### config.mk
export PLATFORM = sky130hd
export DESIGN_NAME = timed_playout_queue
export DESIGN_NICKNAME = d
export VERILOG_FILES = /design/src/sv/tpq_pkg.sv /design/src/sv/tpq_ram.sv /design/src/sv/tpq_ctrl.sv /design/src/sv/tpq_dp.sv /design/src/sv/timed_playout_queue.sv
export SDC_FILE = /design/constraint.sdc
export NUM_CORES = 2
export LEC_CHECK = 0
export BUFFER_PORTS_ARGS = -buffer_cell sky130_fd_sc_hd__buf_2
export CORE_MARGIN = 4
export CORE_UTILIZATION = 45
export CTS_BUF_LIST = sky130_fd_sc_hd__clkbuf_2
export CTS_CLUSTER_DIAMETER = 100
export DETAILED_ROUTE_END_ITERATION = 6
export MAX_ROUTING_LAYER = met4
export PLACE_DENSITY_LB_ADDON = 0.12
export SLEW_MARGIN = 20
export SYNTH_ARGS = -nofsm -noshare
export SYNTH_HDL_FRONTEND = slang
export SYNTH_HIERARCHICAL = 1
export SYNTH_SLANG_ARGS = --single-unit
export TNS_END_PERCENT = 100
### constraint.sdc
create_clock -name clock -period 37 [get_ports clock]
set_input_delay 7.4 -clock clock [delete_from_list [all_inputs] [get_ports clock]]
set_output_delay 7.4 -clock clock [all_outputs]
set_load 0.01 [all_outputs]
### src/sv/tpq_pkg.sv
// ----------------------------------------------------------------------------
// tpq_pkg
// Shared types and constants of the timed playout queue: item layouts,
// result kinds, controller states and the command/status bundles.
// ----------------------------------------------------------------------------
`default_nettype none

package tpq_pkg;

   // default number of queue entries
   localparam int QUEUE_DEPTH_DEFAULT = 16;

   // nanoseconds in one second (fits in 30 bits)
   localparam logic [29:0] NS_PER_SECOND = 30'd1000000000;

   // reset value of the lateness limit: 40 ms
   localparam logic [31:0] LATENESS_RESET = 32'd40000000;

   // field widths
   localparam int DUE_W    = 63;
   localparam int HANDLE_W = 8;
   localparam int LEVEL_W  = 5;
   localparam int CNT_W    = 32;
   localparam int ENTRY_W  = DUE_W + HANDLE_W;

   // stream widths
   localparam int REQ_DATA_W = 152;
   localparam int REQ_USER_W = 2;
   localparam int RSP_DATA_W = 144;
   localparam int RSP_USER_W = 3;

   // result kinds
   typedef enum logic [2:0] {
      KIND_ACCEPTED  = 3'd0,
      KIND_MALFORMED = 3'd1,
      KIND_LATE      = 3'd2,
      KIND_FULL      = 3'd3,
      KIND_RELEASED  = 3'd4
   } kind_type;

   // input modes
   localparam logic MODE_ENQUEUE = 1'b0;
   localparam logic MODE_TICK    = 1'b1;

   // controller states
   typedef enum logic [3:0] {
      ST_IDLE,
      ST_ENQ_MUL,
      ST_ENQ_ADD,
      ST_ENQ_CHECK,
      ST_ENQ_RD,
      ST_ENQ_CMP,
      ST_ENQ_WR,
      ST_TICK_RD,
      ST_TICK_CMP,
      ST_TICK_FLUSH
   } state_type;

   // controller to datapath
   typedef struct packed {
      logic     load_in;    // capture accepted input item
      logic     load_due;   // register computed due time
      logic     ins_setup;  // start insertion walk at the tail
      logic     rd_tail;    // read entry ahead of the walk index
      logic     shift_wr;   // move read entry one slot toward the tail
      logic     ins_wr;     // write the new entry, count up
      logic     rd_head;    // read the head entry
      logic     pop;        // take head entry into the pending slot
      logic     emit_new;   // send result about the input frame
      logic     emit_pend;  // send pending release result
      logic     emit_last;  // tlast for the pending release
      logic     late_inc;   // bump the late counter
      kind_type kind;       // kind for emit_new
   } cmd_type;

   // datapath to controller
   typedef struct packed {
      logic mode;
      logic malformed;
      logic late;
      logic full;
      logic k_zero;
      logic count_zero;
      logic shift_more;
      logic head_due;
      logic out_free;
      logic have_pend;
   } sts_type;

endpackage

`default_nettype wire

### src/sv/tpq_ram.sv
// ----------------------------------------------------------------------------
// tpq_ram
// Generic simple dual-port RAM, one write and one read port, registered read.
// ----------------------------------------------------------------------------
`default_nettype none

module tpq_ram #(
   parameter int WIDTH = 8,
   parameter int DEPTH = 16
) (
   input  wire logic                     clock,
   input  wire logic                     wr_en,
   input  wire logic [$clog2(DEPTH)-1:0] wr_addr,
   input  wire logic [WIDTH-1:0]         wr_data,
   input  wire logic                     rd_en,
   input  wire logic [$clog2(DEPTH)-1:0] rd_addr,
   output logic      [WIDTH-1:0]         rd_data
);

   logic [WIDTH-1:0] mem_ff [DEPTH];
   logic [WIDTH-1:0] rd_data_ff;

   always_ff @(posedge clock) begin
      if (wr_en) begin
         mem_ff[wr_addr] <= wr_data;
      end
      if (rd_en) begin
         rd_data_ff <= mem_ff[rd_addr];
      end
   end

   assign rd_data = rd_data_ff;

endmodule

`default_nettype wire

### src/sv/tpq_ctrl.sv
// ----------------------------------------------------------------------------
// tpq_ctrl
// Sequencer of the timed playout queue: walks enqueue and tick items
// through the datapath one RAM access at a time.
// ----------------------------------------------------------------------------
`default_nettype none

module tpq_ctrl (
   input  wire logic             clock,
   input  wire logic             reset,
   input  wire logic             req_tvalid,
   output logic                  req_tready,
   input  wire tpq_pkg::sts_type sts,
   output tpq_pkg::cmd_type      cmd
);
   import tpq_pkg::*;

   state_type state_ff;
   state_type state_in;

   always_ff @(posedge clock) begin
      if (reset) begin
         state_ff <= ST_IDLE;
      end else begin
         state_ff <= state_in;
      end
   end

   // next state
   always_comb begin
      state_in = state_ff;
      case (state_ff)
         ST_IDLE: begin
            if (req_tvalid) begin
               state_in = (sts.mode == MODE_TICK) ? ST_TICK_RD : ST_ENQ_MUL;
            end
         end
         ST_ENQ_MUL: state_in = ST_ENQ_ADD;
         ST_ENQ_ADD: state_in = ST_ENQ_CHECK;
         ST_ENQ_CHECK: begin
            if (sts.malformed || sts.late || sts.full) begin
               if (sts.out_free) begin
                  state_in = ST_IDLE;
               end
            end else begin
               state_in = ST_ENQ_RD;
            end
         end
         ST_ENQ_RD: state_in = sts.k_zero ? ST_ENQ_WR : ST_ENQ_CMP;
         ST_ENQ_CMP: state_in = sts.shift_more ? ST_ENQ_RD : ST_ENQ_WR;
         ST_ENQ_WR: begin
            if (sts.out_free) begin
               state_in = ST_IDLE;
            end
         end
         ST_TICK_RD: begin
            if (sts.count_zero) begin
               state_in = sts.have_pend ? ST_TICK_FLUSH : ST_IDLE;
            end else begin
               state_in = ST_TICK_CMP;
            end
         end
         ST_TICK_CMP: begin
            if (sts.head_due) begin
               if (!sts.have_pend || sts.out_free) begin
                  state_in = ST_TICK_RD;
               end
            end else if (!sts.have_pend || sts.out_free) begin
               state_in = ST_IDLE;
            end
         end
         ST_TICK_FLUSH: begin
            if (sts.out_free) begin
               state_in = ST_IDLE;
            end
         end
         default: state_in = ST_IDLE;
      endcase
   end

   // outputs
   always_comb begin
      cmd        = '0;
      cmd.kind   = KIND_ACCEPTED;
      req_tready = 1'b0;
      case (state_ff)
         ST_IDLE: begin
            req_tready  = 1'b1;
            cmd.load_in = req_tvalid;
         end
         ST_ENQ_ADD: cmd.load_due = 1'b1;
         ST_ENQ_CHECK: begin
            if (sts.malformed) begin
               cmd.emit_new = sts.out_free;
               cmd.kind     = KIND_MALFORMED;
            end else if (sts.late) begin
               cmd.emit_new = sts.out_free;
               cmd.late_inc = sts.out_free;
               cmd.kind     = KIND_LATE;
            end else if (sts.full) begin
               cmd.emit_new = sts.out_free;
               cmd.kind     = KIND_FULL;
            end else begin
               cmd.ins_setup = 1'b1;
            end
         end
         ST_ENQ_RD: cmd.rd_tail = !sts.k_zero;
         ST_ENQ_CMP: cmd.shift_wr = sts.shift_more;
         ST_ENQ_WR: begin
            cmd.ins_wr   = sts.out_free;
            cmd.emit_new = sts.out_free;
            cmd.kind     = KIND_ACCEPTED;
         end
         ST_TICK_RD: cmd.rd_head = !sts.count_zero;
         ST_TICK_CMP: begin
            // a due head is popped only once the previous release can leave
            if (sts.head_due) begin
               if (!sts.have_pend || sts.out_free) begin
                  cmd.pop       = 1'b1;
                  cmd.emit_pend = sts.have_pend;
               end
            end else begin
               cmd.emit_pend = sts.have_pend && sts.out_free;
               cmd.emit_last = 1'b1;
            end
         end
         ST_TICK_FLUSH: begin
            cmd.emit_pend = sts.out_free;
            cmd.emit_last = 1'b1;
         end
         default: begin
            cmd        = '0;
            cmd.kind   = KIND_ACCEPTED;
            req_tready = 1'b0;
         end
      endcase
   end

endmodule

`default_nettype wire

### src/sv/tpq_dp.sv
// ----------------------------------------------------------------------------
// tpq_dp
// Datapath of the timed playout queue: input capture, due time arithmetic,
// circular entry store with head and count, counters and the result register.
// ----------------------------------------------------------------------------
`default_nettype none

module tpq_dp #(
   parameter int QUEUE_DEPTH = tpq_pkg::QUEUE_DEPTH_DEFAULT
) (
   input  wire logic                            clock,
   input  wire logic                            reset,
   // fields from bit 0: now_ns, ts_seconds, ts_nanos, frame_bytes, frame_handle
   input  wire logic [tpq_pkg::REQ_DATA_W-1:0]  req_tdata,
   // fields from bit 0: mode, has_timestamp
   input  wire logic [tpq_pkg::REQ_USER_W-1:0]  req_tuser,
   input  wire logic                            csr_valid,
   input  wire logic [tpq_pkg::CNT_W-1:0]       csr_data,
   output logic                                 rsp_tvalid,
   input  wire logic                            rsp_tready,
   // fields from bit 0: out_handle, out_due_ns, queue_level, late_total,
   // played_total
   output logic      [tpq_pkg::RSP_DATA_W-1:0]  rsp_tdata,
   // fields from bit 0: kind
   output logic      [tpq_pkg::RSP_USER_W-1:0]  rsp_tuser,
   output logic                                 rsp_tlast,
   input  wire tpq_pkg::cmd_type                cmd,
   output tpq_pkg::sts_type                     sts
);
   import tpq_pkg::*;

   localparam int AW = $clog2(QUEUE_DEPTH);
   localparam int CW = $clog2(QUEUE_DEPTH + 1);
   localparam logic [AW-1:0] LAST_SLOT = AW'(QUEUE_DEPTH - 1);
   localparam logic [CW-1:0] FULL_COUNT = CW'(QUEUE_DEPTH);

   // captured input item
   logic [DUE_W-1:0]    now_ff;
   logic                has_ts_ff;
   logic [31:0]         secs_ff;
   logic [29:0]         nanos_ff;
   logic [15:0]         bytes_ff;
   logic [HANDLE_W-1:0] handle_ff;

   // due time pipeline
   logic [61:0]      prod_ff;
   logic [DUE_W-1:0] due_ff;
   logic [DUE_W-1:0] due_in;

   // queue bookkeeping
   logic [AW-1:0] head_ff;
   logic [CW-1:0] count_ff;
   logic [AW-1:0] idx_ff;
   logic [CW-1:0] k_ff;
   logic [CW:0]   tail_sum;
   logic [AW-1:0] tail_idx;
   logic [AW-1:0] idx_prev;
   logic [AW-1:0] head_next;

   // counters and register
   logic [CNT_W-1:0] late_ff;
   logic [CNT_W-1:0] played_ff;
   logic [CNT_W-1:0] limit_ff;

   // pending release
   logic                pend_ff;
   logic [HANDLE_W-1:0] pend_handle_ff;
   logic [DUE_W-1:0]    pend_due_ff;
   logic [LEVEL_W-1:0]  pend_level_ff;
   logic [CNT_W-1:0]    pend_played_ff;

   // result register
   logic                rsp_valid_ff;
   kind_type            rsp_kind_ff;
   logic [HANDLE_W-1:0] rsp_handle_ff;
   logic [DUE_W-1:0]    rsp_due_ff;
   logic [LEVEL_W-1:0]  rsp_level_ff;
   logic [CNT_W-1:0]    rsp_late_ff;
   logic [CNT_W-1:0]    rsp_played_ff;
   logic                rsp_last_ff;
   logic                out_free;

   // entry store
   logic                wr_en;
   logic [AW-1:0]       wr_addr;
   logic [ENTRY_W-1:0]  wr_data;
   logic                rd_en;
   logic [AW-1:0]       rd_addr;
   logic [ENTRY_W-1:0]  rd_data;
   logic [DUE_W-1:0]    rd_due;

   // input capture
   always_ff @(posedge clock) begin
      if (cmd.load_in) begin
         has_ts_ff <= req_tuser[1];
         now_ff    <= req_tdata[62:0];
         secs_ff   <= req_tdata[94:63];
         nanos_ff  <= req_tdata[124:95];
         bytes_ff  <= req_tdata[140:125];
         handle_ff <= req_tdata[148:141];
      end
   end

   // due = seconds * 1e9 + nanos, product registered first
   always_ff @(posedge clock) begin
      prod_ff <= 62'(secs_ff) * 62'(NS_PER_SECOND);
   end

   assign due_in = has_ts_ff ? (DUE_W'(prod_ff) + DUE_W'(nanos_ff)) : now_ff;

   always_ff @(posedge clock) begin
      if (cmd.load_due) begin
         due_ff <= due_in;
      end
   end

   // circular index arithmetic
   assign tail_sum  = (CW + 1)'(head_ff) + (CW + 1)'(count_ff);
   assign tail_idx  = (tail_sum >= (CW + 1)'(QUEUE_DEPTH)) ?
                      AW'(tail_sum - (CW + 1)'(QUEUE_DEPTH)) : AW'(tail_sum);
   assign idx_prev  = (idx_ff == '0) ? LAST_SLOT : idx_ff - AW'(1);
   assign head_next = (head_ff == LAST_SLOT) ? '0 : head_ff + AW'(1);

   // walk registers
   always_ff @(posedge clock) begin
      if (cmd.ins_setup) begin
         idx_ff <= tail_idx;
         k_ff   <= count_ff;
      end else if (cmd.shift_wr) begin
         idx_ff <= idx_prev;
         k_ff   <= k_ff - CW'(1);
      end
   end

   // queue head and fill
   always_ff @(posedge clock) begin
      if (reset) begin
         head_ff  <= '0;
         count_ff <= '0;
      end else if (cmd.ins_wr) begin
         count_ff <= count_ff + CW'(1);
      end else if (cmd.pop) begin
         head_ff  <= head_next;
         count_ff <= count_ff - CW'(1);
      end
   end

   // lateness limit register
   always_ff @(posedge clock) begin
      if (reset) begin
         limit_ff <= LATENESS_RESET;
      end else if (csr_valid) begin
         limit_ff <= csr_data;
      end
   end

   // running counters
   always_ff @(posedge clock) begin
      if (reset) begin
         late_ff   <= '0;
         played_ff <= '0;
      end else begin
         if (cmd.late_inc) begin
            late_ff <= late_ff + CNT_W'(1);
         end
         if (cmd.pop) begin
            played_ff <= played_ff + CNT_W'(1);
         end
      end
   end

   // entry store access
   assign wr_en   = cmd.shift_wr || cmd.ins_wr;
   assign wr_addr = idx_ff;
   assign wr_data = cmd.ins_wr ? {handle_ff, due_ff} : rd_data;
   assign rd_en   = cmd.rd_tail || cmd.rd_head;
   assign rd_addr = cmd.rd_head ? head_ff : idx_prev;
   assign rd_due  = rd_data[DUE_W-1:0];

   tpq_ram #(
      .WIDTH(ENTRY_W),
      .DEPTH(QUEUE_DEPTH)
   ) u_store (
      .clock  (clock),
      .wr_en  (wr_en),
      .wr_addr(wr_addr),
      .wr_data(wr_data),
      .rd_en  (rd_en),
      .rd_addr(rd_addr),
      .rd_data(rd_data)
   );

   // pending release slot
   always_ff @(posedge clock) begin
      if (reset) begin
         pend_ff <= 1'b0;
      end else if (cmd.pop) begin
         pend_ff <= 1'b1;
      end else if (cmd.emit_pend) begin
         pend_ff <= 1'b0;
      end
   end

   always_ff @(posedge clock) begin
      if (cmd.pop) begin
         pend_handle_ff <= rd_data[ENTRY_W-1:DUE_W];
         pend_due_ff    <= rd_due;
         pend_level_ff  <= LEVEL_W'(count_ff - CW'(1));
         pend_played_ff <= played_ff + CNT_W'(1);
      end
   end

   // result register
   assign out_free = !rsp_valid_ff || rsp_tready;

   always_ff @(posedge clock) begin
      if (reset) begin
         rsp_valid_ff <= 1'b0;
      end else if (cmd.emit_new || cmd.emit_pend) begin
         rsp_valid_ff <= 1'b1;
      end else if (rsp_tready) begin
         rsp_valid_ff <= 1'b0;
      end
   end

   always_ff @(posedge clock) begin
      if (cmd.emit_pend) begin
         rsp_kind_ff   <= KIND_RELEASED;
         rsp_handle_ff <= pend_handle_ff;
         rsp_due_ff    <= pend_due_ff;
         rsp_level_ff  <= pend_level_ff;
         rsp_late_ff   <= late_ff;
         rsp_played_ff <= pend_played_ff;
         rsp_last_ff   <= cmd.emit_last;
      end else if (cmd.emit_new) begin
         rsp_kind_ff   <= cmd.kind;
         rsp_handle_ff <= handle_ff;
         rsp_due_ff    <= due_ff;
         rsp_level_ff  <= cmd.ins_wr ? LEVEL_W'(count_ff + CW'(1)) : LEVEL_W'(count_ff);
         rsp_late_ff   <= cmd.late_inc ? late_ff + CNT_W'(1) : late_ff;
         rsp_played_ff <= played_ff;
         rsp_last_ff   <= 1'b1;
      end
   end

   assign rsp_tvalid = rsp_valid_ff;
   assign rsp_tuser  = rsp_kind_ff;
   assign rsp_tlast  = rsp_last_ff;
   assign rsp_tdata  = {4'b0, rsp_played_ff, rsp_late_ff, rsp_level_ff,
                        rsp_due_ff, rsp_handle_ff};

   // status toward the controller
   always_comb begin
      sts.mode       = req_tuser[0];
      sts.malformed  = (bytes_ff == '0) || bytes_ff[0];
      sts.late       = (({1'b0, due_ff} + 64'(limit_ff)) < {1'b0, now_ff});
      sts.full       = (count_ff == FULL_COUNT);
      sts.k_zero     = (k_ff == '0);
      sts.count_zero = (count_ff == '0);
      sts.shift_more = (rd_due > due_ff);
      sts.head_due   = (rd_due <= now_ff);
      sts.out_free   = out_free;
      sts.have_pend  = pend_ff;
   end

endmodule

`default_nettype wire

### src/sv/timed_playout_queue.sv
// ----------------------------------------------------------------------------
// timed_playout_queue
// Queue of transmit frames sorted by due time, released on playout ticks.
// ----------------------------------------------------------------------------
// Items are handled one at a time. A rejected enqueue (malformed, late or
// queue full) does no walk. An accepted enqueue walks back from the tail
// through the entry RAM (read, then compare and move), moving every queued
// entry whose due time is later than the new frame's one slot toward the
// tail, until an earlier or equal entry or the head ends the walk. A tick
// reads and compares the head entry, one RAM read and one compare per head
// entry, and releases it while it is due. Back-pressure on the result side
// can stall any item. Entries live in a circular RAM with head pointer and
// fill count, so no clearing pass follows reset. Every enqueue yields one
// result; a tick yields one per released frame, the final one with tlast
// set, and none when nothing is due.
// ----------------------------------------------------------------------------
`default_nettype none

module timed_playout_queue #(
   parameter int QUEUE_DEPTH = tpq_pkg::QUEUE_DEPTH_DEFAULT
) (
   input  wire logic                           clock,
   input  wire logic                           reset,
   // request stream
   input  wire logic                           req_tvalid,
   output logic                                req_tready,
   // fields from bit 0: now_ns, ts_seconds, ts_nanos, frame_bytes, frame_handle
   input  wire logic [tpq_pkg::REQ_DATA_W-1:0] req_tdata,
   // fields from bit 0: mode, has_timestamp
   input  wire logic [tpq_pkg::REQ_USER_W-1:0] req_tuser,
   // response stream, tlast = last
   output logic                                rsp_tvalid,
   input  wire logic                           rsp_tready,
   // fields from bit 0: out_handle, out_due_ns, queue_level, late_total,
   // played_total
   output logic      [tpq_pkg::RSP_DATA_W-1:0] rsp_tdata,
   // fields from bit 0: kind
   output logic      [tpq_pkg::RSP_USER_W-1:0] rsp_tuser,
   output logic                                rsp_tlast,
   // lateness limit write
   input  wire logic                           csr_valid,
   output logic                                csr_ready,
   input  wire logic [tpq_pkg::CNT_W-1:0]      csr_data
);
   import tpq_pkg::*;

   cmd_type cmd;
   sts_type sts;

   assign csr_ready = 1'b1;

   tpq_ctrl u_ctrl (
      .clock     (clock),
      .reset     (reset),
      .req_tvalid(req_tvalid),
      .req_tready(req_tready),
      .sts       (sts),
      .cmd       (cmd)
   );

   tpq_dp #(
      .QUEUE_DEPTH(QUEUE_DEPTH)
   ) u_dp (
      .clock     (clock),
      .reset     (reset),
      .req_tdata (req_tdata),
      .req_tuser (req_tuser),
      .csr_valid (csr_valid),
      .csr_data  (csr_data),
      .rsp_tvalid(rsp_tvalid),
      .rsp_tready(rsp_tready),
      .rsp_tdata (rsp_tdata),
      .rsp_tuser (rsp_tuser),
      .rsp_tlast (rsp_tlast),
      .cmd       (cmd),
      .sts       (sts)
   );

`ifndef SYNTH
   // one item at a time: no accept right after an accept
   a_one_item: assert property (@(posedge clock) disable iff (reset)
      (req_tvalid && req_tready) |=> !req_tready)
      else $error("input accepted while previous item still in work");

   // only releases can be followed by more results of the same item
   a_last_kind: assert property (@(posedge clock) disable iff (reset)
      (rsp_tvalid && !rsp_tlast) |-> (rsp_tuser == KIND_RELEASED))
      else $error("non-final result that is not a release");

   // result kind is always a defined code
   a_kind_range: assert property (@(posedge clock) disable iff (reset)
      rsp_tvalid |-> (rsp_tuser <= KIND_RELEASED))
      else $error("undefined result kind");

   // pop and insert never happen together
   a_no_pop_ins: assert property (@(posedge clock) disable iff (reset)
      !(cmd.pop && cmd.ins_wr))
      else $error("pop and insert in the same cycle");
`endif

endmodule

`default_nettype wire

==> metrics.yaml <==
outcome:
  status: "completed"
critical_path:
  critPathCapture: "req_tready"
  cp_slowest_cell: "dfxtp_1"
  cp.arrival_ns: 3.26
  r2r-end: "u_dp/rsp_late_ff[29]"
  startpoint: "u_ctrl/state_ff[1]"
  crit_fanout: 12
  rrSetupSlack_ns: 28.23
  worstPathRequired_ns: 29.60
  cp-end-kind: "output port"
  reg2reg_depth: 29
  crit_type: "flop to output port"
  max_stage_delay_ns: 0.46
  start_kind: "flop"
  r2r-start: "u_dp/due_ff[14]"
  path_cells: "nor2_1 > inv_1 > nor3_1 > buf_2"
timing:
  fin_tns_setup_ns: 0
  period_minus_slack_ns: 10.66
  max_freq_mhz: 93.8
  min_period_over_period_pct: 28.8
  worst_pin_slew_ns: 1.20
  fin_skew_ns: 0.270
  setup_violations: 0
  finalHoldViolCount: 0
  slew_viol_final: 0
  rsz0062_at_grt: "no"
  slew_headroom_pct: 19.8
floorplanning:
  die_x_microns: 458
  num_rows: 164
  die_area_sq_um: 210000
  core_sq_um: 200000
  pin_count: 342
  start_util_pct: 45.5
  die_y_microns: 458
synth:
  yosysUniqueCellTypes: 96
  yosysTopAreaCellShare_pct: 55.3
  seq_area_frac_synth_pct: 59.0
  ys_ff_latch: 1845
  yosysTopAreaCell: "edfxtp_1"
  synth_edf_count: 1678
  synth_area_leaders: "edfxtp_1 55%, ha_1 7.2%, mux4_2 7.0%, fa_1 6.9%, dfxtp_1 3.7%"
  synthFlopType: "edfxtp_1"
  syn_area_per_cell_sq_um: 14.8
  async_reset_ff_share_pct: 0
  yosys_warnings: 6
  syn-cell-area_sq_um: 91100
  netlist_instances: 6151
cts:
  cts-buffers-inserted: 479
  clockRootBuffer: "clkbuf_2"
  clock_latency_ns: 1.94
  h-tree-depth: 5
  cts_tree: "done"
  path_clk_slew_ns: 0.12
  cts.hold.buffers_added: 0
  post_cts_buffers: 0
  clockBufferDepth: 4
  cts_sinks: 1845
  cts_resized: 0
global_route:
  first_global_vias: 55700
  gr-total-overflow: 0
  grt_max_degree: 137
  grt_pass1_wl_microns: 360000
  grt_util_all_layers_pct: 24.0
  antenna_found_initial: 11
detailed_routing:
  num_vias: 54100
  drcViolationCount: 0
  viasPerCell: 5.51
  avgRoutedWirePerCell_microns: 24.9
  drt_wl_total_microns: 245000
  initialDrtViolationCount: 4669
  dr.pass1.iters: 7
  antenna_left: 0
place:
  io_buffers: 333
  hpwl_microns: 158000
  place.gp.congestion: 0.889
min_path:
  hold_class: "flop to flop"
run:
  drv_cap: 0
cells_and_area:
  synthToLayoutAreaGrowth_pct: 9.72
  fill_cells: 17600
  drive_above_1_share_pct: 22.6
  fin_nets: 7846
[cell families after synthesis]
kind of cell	after synthesis	share of synthesized area, %
AND/OR/NAND/NOR	1072	5.73
other	3	0.0124
XOR/XNOR	262	2.52
multiplexers	446	8.96
buffers and inverters	859	3.78
adder cells (fa/ha/maj)	836	14.1
AO/OA/AOI/OAI	828	5.96
flip-flops	1845	59.0
[worst max-delay path, delay by kind of cell (launching register included)]
kind / cells / cell delay [ns]
flip-flops: 1 / 0.46
buffers and inverters: 2 / 0.32
AND/OR/NAND/NOR: 2 / 0.65
[layout by cell type (no fill, tap or decap), types with 27 or more instances in the layout]
cell type	n
buf_4	68
nor2_1	254
nor3_1	63
mux4_2	284
xnor2_1	150
nor4_1	27
a21o_1	90
and3_1	43
a21oi_1	174
nand4_1	100
dfxtp_1	167
xor2_1	112
ha_1	521
a31oi_1	28
nand3_1	81
nand2_1	330
nor2b_1	34
buf_2	332
mux2_2	116
a22oi_1	142
fa_1	315
clkbuf_2	708
clkinv_1	73
o21ai_0	195
mux2i_1	44
edfxtp_1	1678
inv_1	638
[synth_stat cells (24+ instances only)]
library cell and number:
edfxtp_1 1678, inv_1 639, ha_1 521, nand2_1 330, fa_1 315, mux4_2 284, nor2_1 268, o21ai_0 195
a21oi_1 175, dfxtp_1 167, xnor2_1 150, a22oi_1 142, clkbuf_1 130, mux2_2 117, xor2_1 112, nand4_1 100
a21o_1 90, nand3_1 81, nor3_1 67, mux2i_1 45, and3_1 43, nor2b_1 36, buf_1 34, a31oi_1 28
nor4_1 27, a211oi_1 24
[per-layer routing]
| metal | up-vias | routed length (microns) | GRT usage (%) |
|---|---|---|---|
| met3 | 439 | 15200 | 4.36 |
| li1 | 24500 | - | - |
| met4 | 0 | 10100 | 10.1 |
| met5 | - | 0 | - |
| met2 | 1823 | 118000 | 38.2 |
| met1 | 27400 | 101000 | 30.5 |
[worst min-delay path by stage]
stage,slack (ns),depth (start not counted),to,start
floorplan,0.42,0,u_dp/pend_handle_ff[0],u_dp/u_store/rd_data[63]
global placement,0.44,0,u_dp/pend_handle_ff[6],u_dp/u_store/rd_data[69]
detailed placement,0.43,0,u_dp/pend_handle_ff[3],u_dp/u_store/rd_data[66]
CTS,0.40,0,u_dp/pend_due_ff[53],u_dp/u_store/rd_data[53]
global route,0.43,0,u_dp/pend_handle_ff[7],u_dp/u_store/rd_data[70]
finish,0.41,0,u_dp/pend_handle_ff[7],u_dp/u_store/rd_data[70]
[registers in the layout (all words and copies together) (netlist names), 53 cells and up]
signal and cells:
u_dp/due_ff 63, u_dp/u_store/rd_data 71, u_dp/u_store/mem_ff 1136, u_dp/now_ff 63, u_dp/pend_due_ff 63, u_dp/prod_ff 53
u_dp/rsp_due_ff 63
[layout make-up]
cell class | instances | area [sq um] | area share (%)
diodes | 18 | 45.0 | 0.0451
clock inverters | 102 | 522 | 0.522
inverters | 639 | 2410 | 2.41
clock buffers | 708 | 3540 | 3.54
flip-flops and latches | 1845 | 53700 | 53.7
repair buffers | 404 | 2240 | 2.24
multi-input cells | 3450 | 34200 | 34.2
well taps | 2656 | 3320 | 3.32
[stage by stage]
step                      setup WS (ns)  instances  cell area, sq um  hold slack [ns]  utilization [%]
after floorplan                   16.48       6154             91100            0.422                -
after CTS                         26.10       9804             99900            0.404             49.8
final                             26.34       9822            100000            0.407             49.9
after detailed placement          25.36       8994             95900            0.430             47.8
after global placement            25.39       8994             95900            0.439             47.8
after global routing              26.00       9820            100000            0.429             49.9
Power is left out: the tool's default activity adds up to more than one toggle a clock period on the data nets, which glitch-free logic cannot reach.
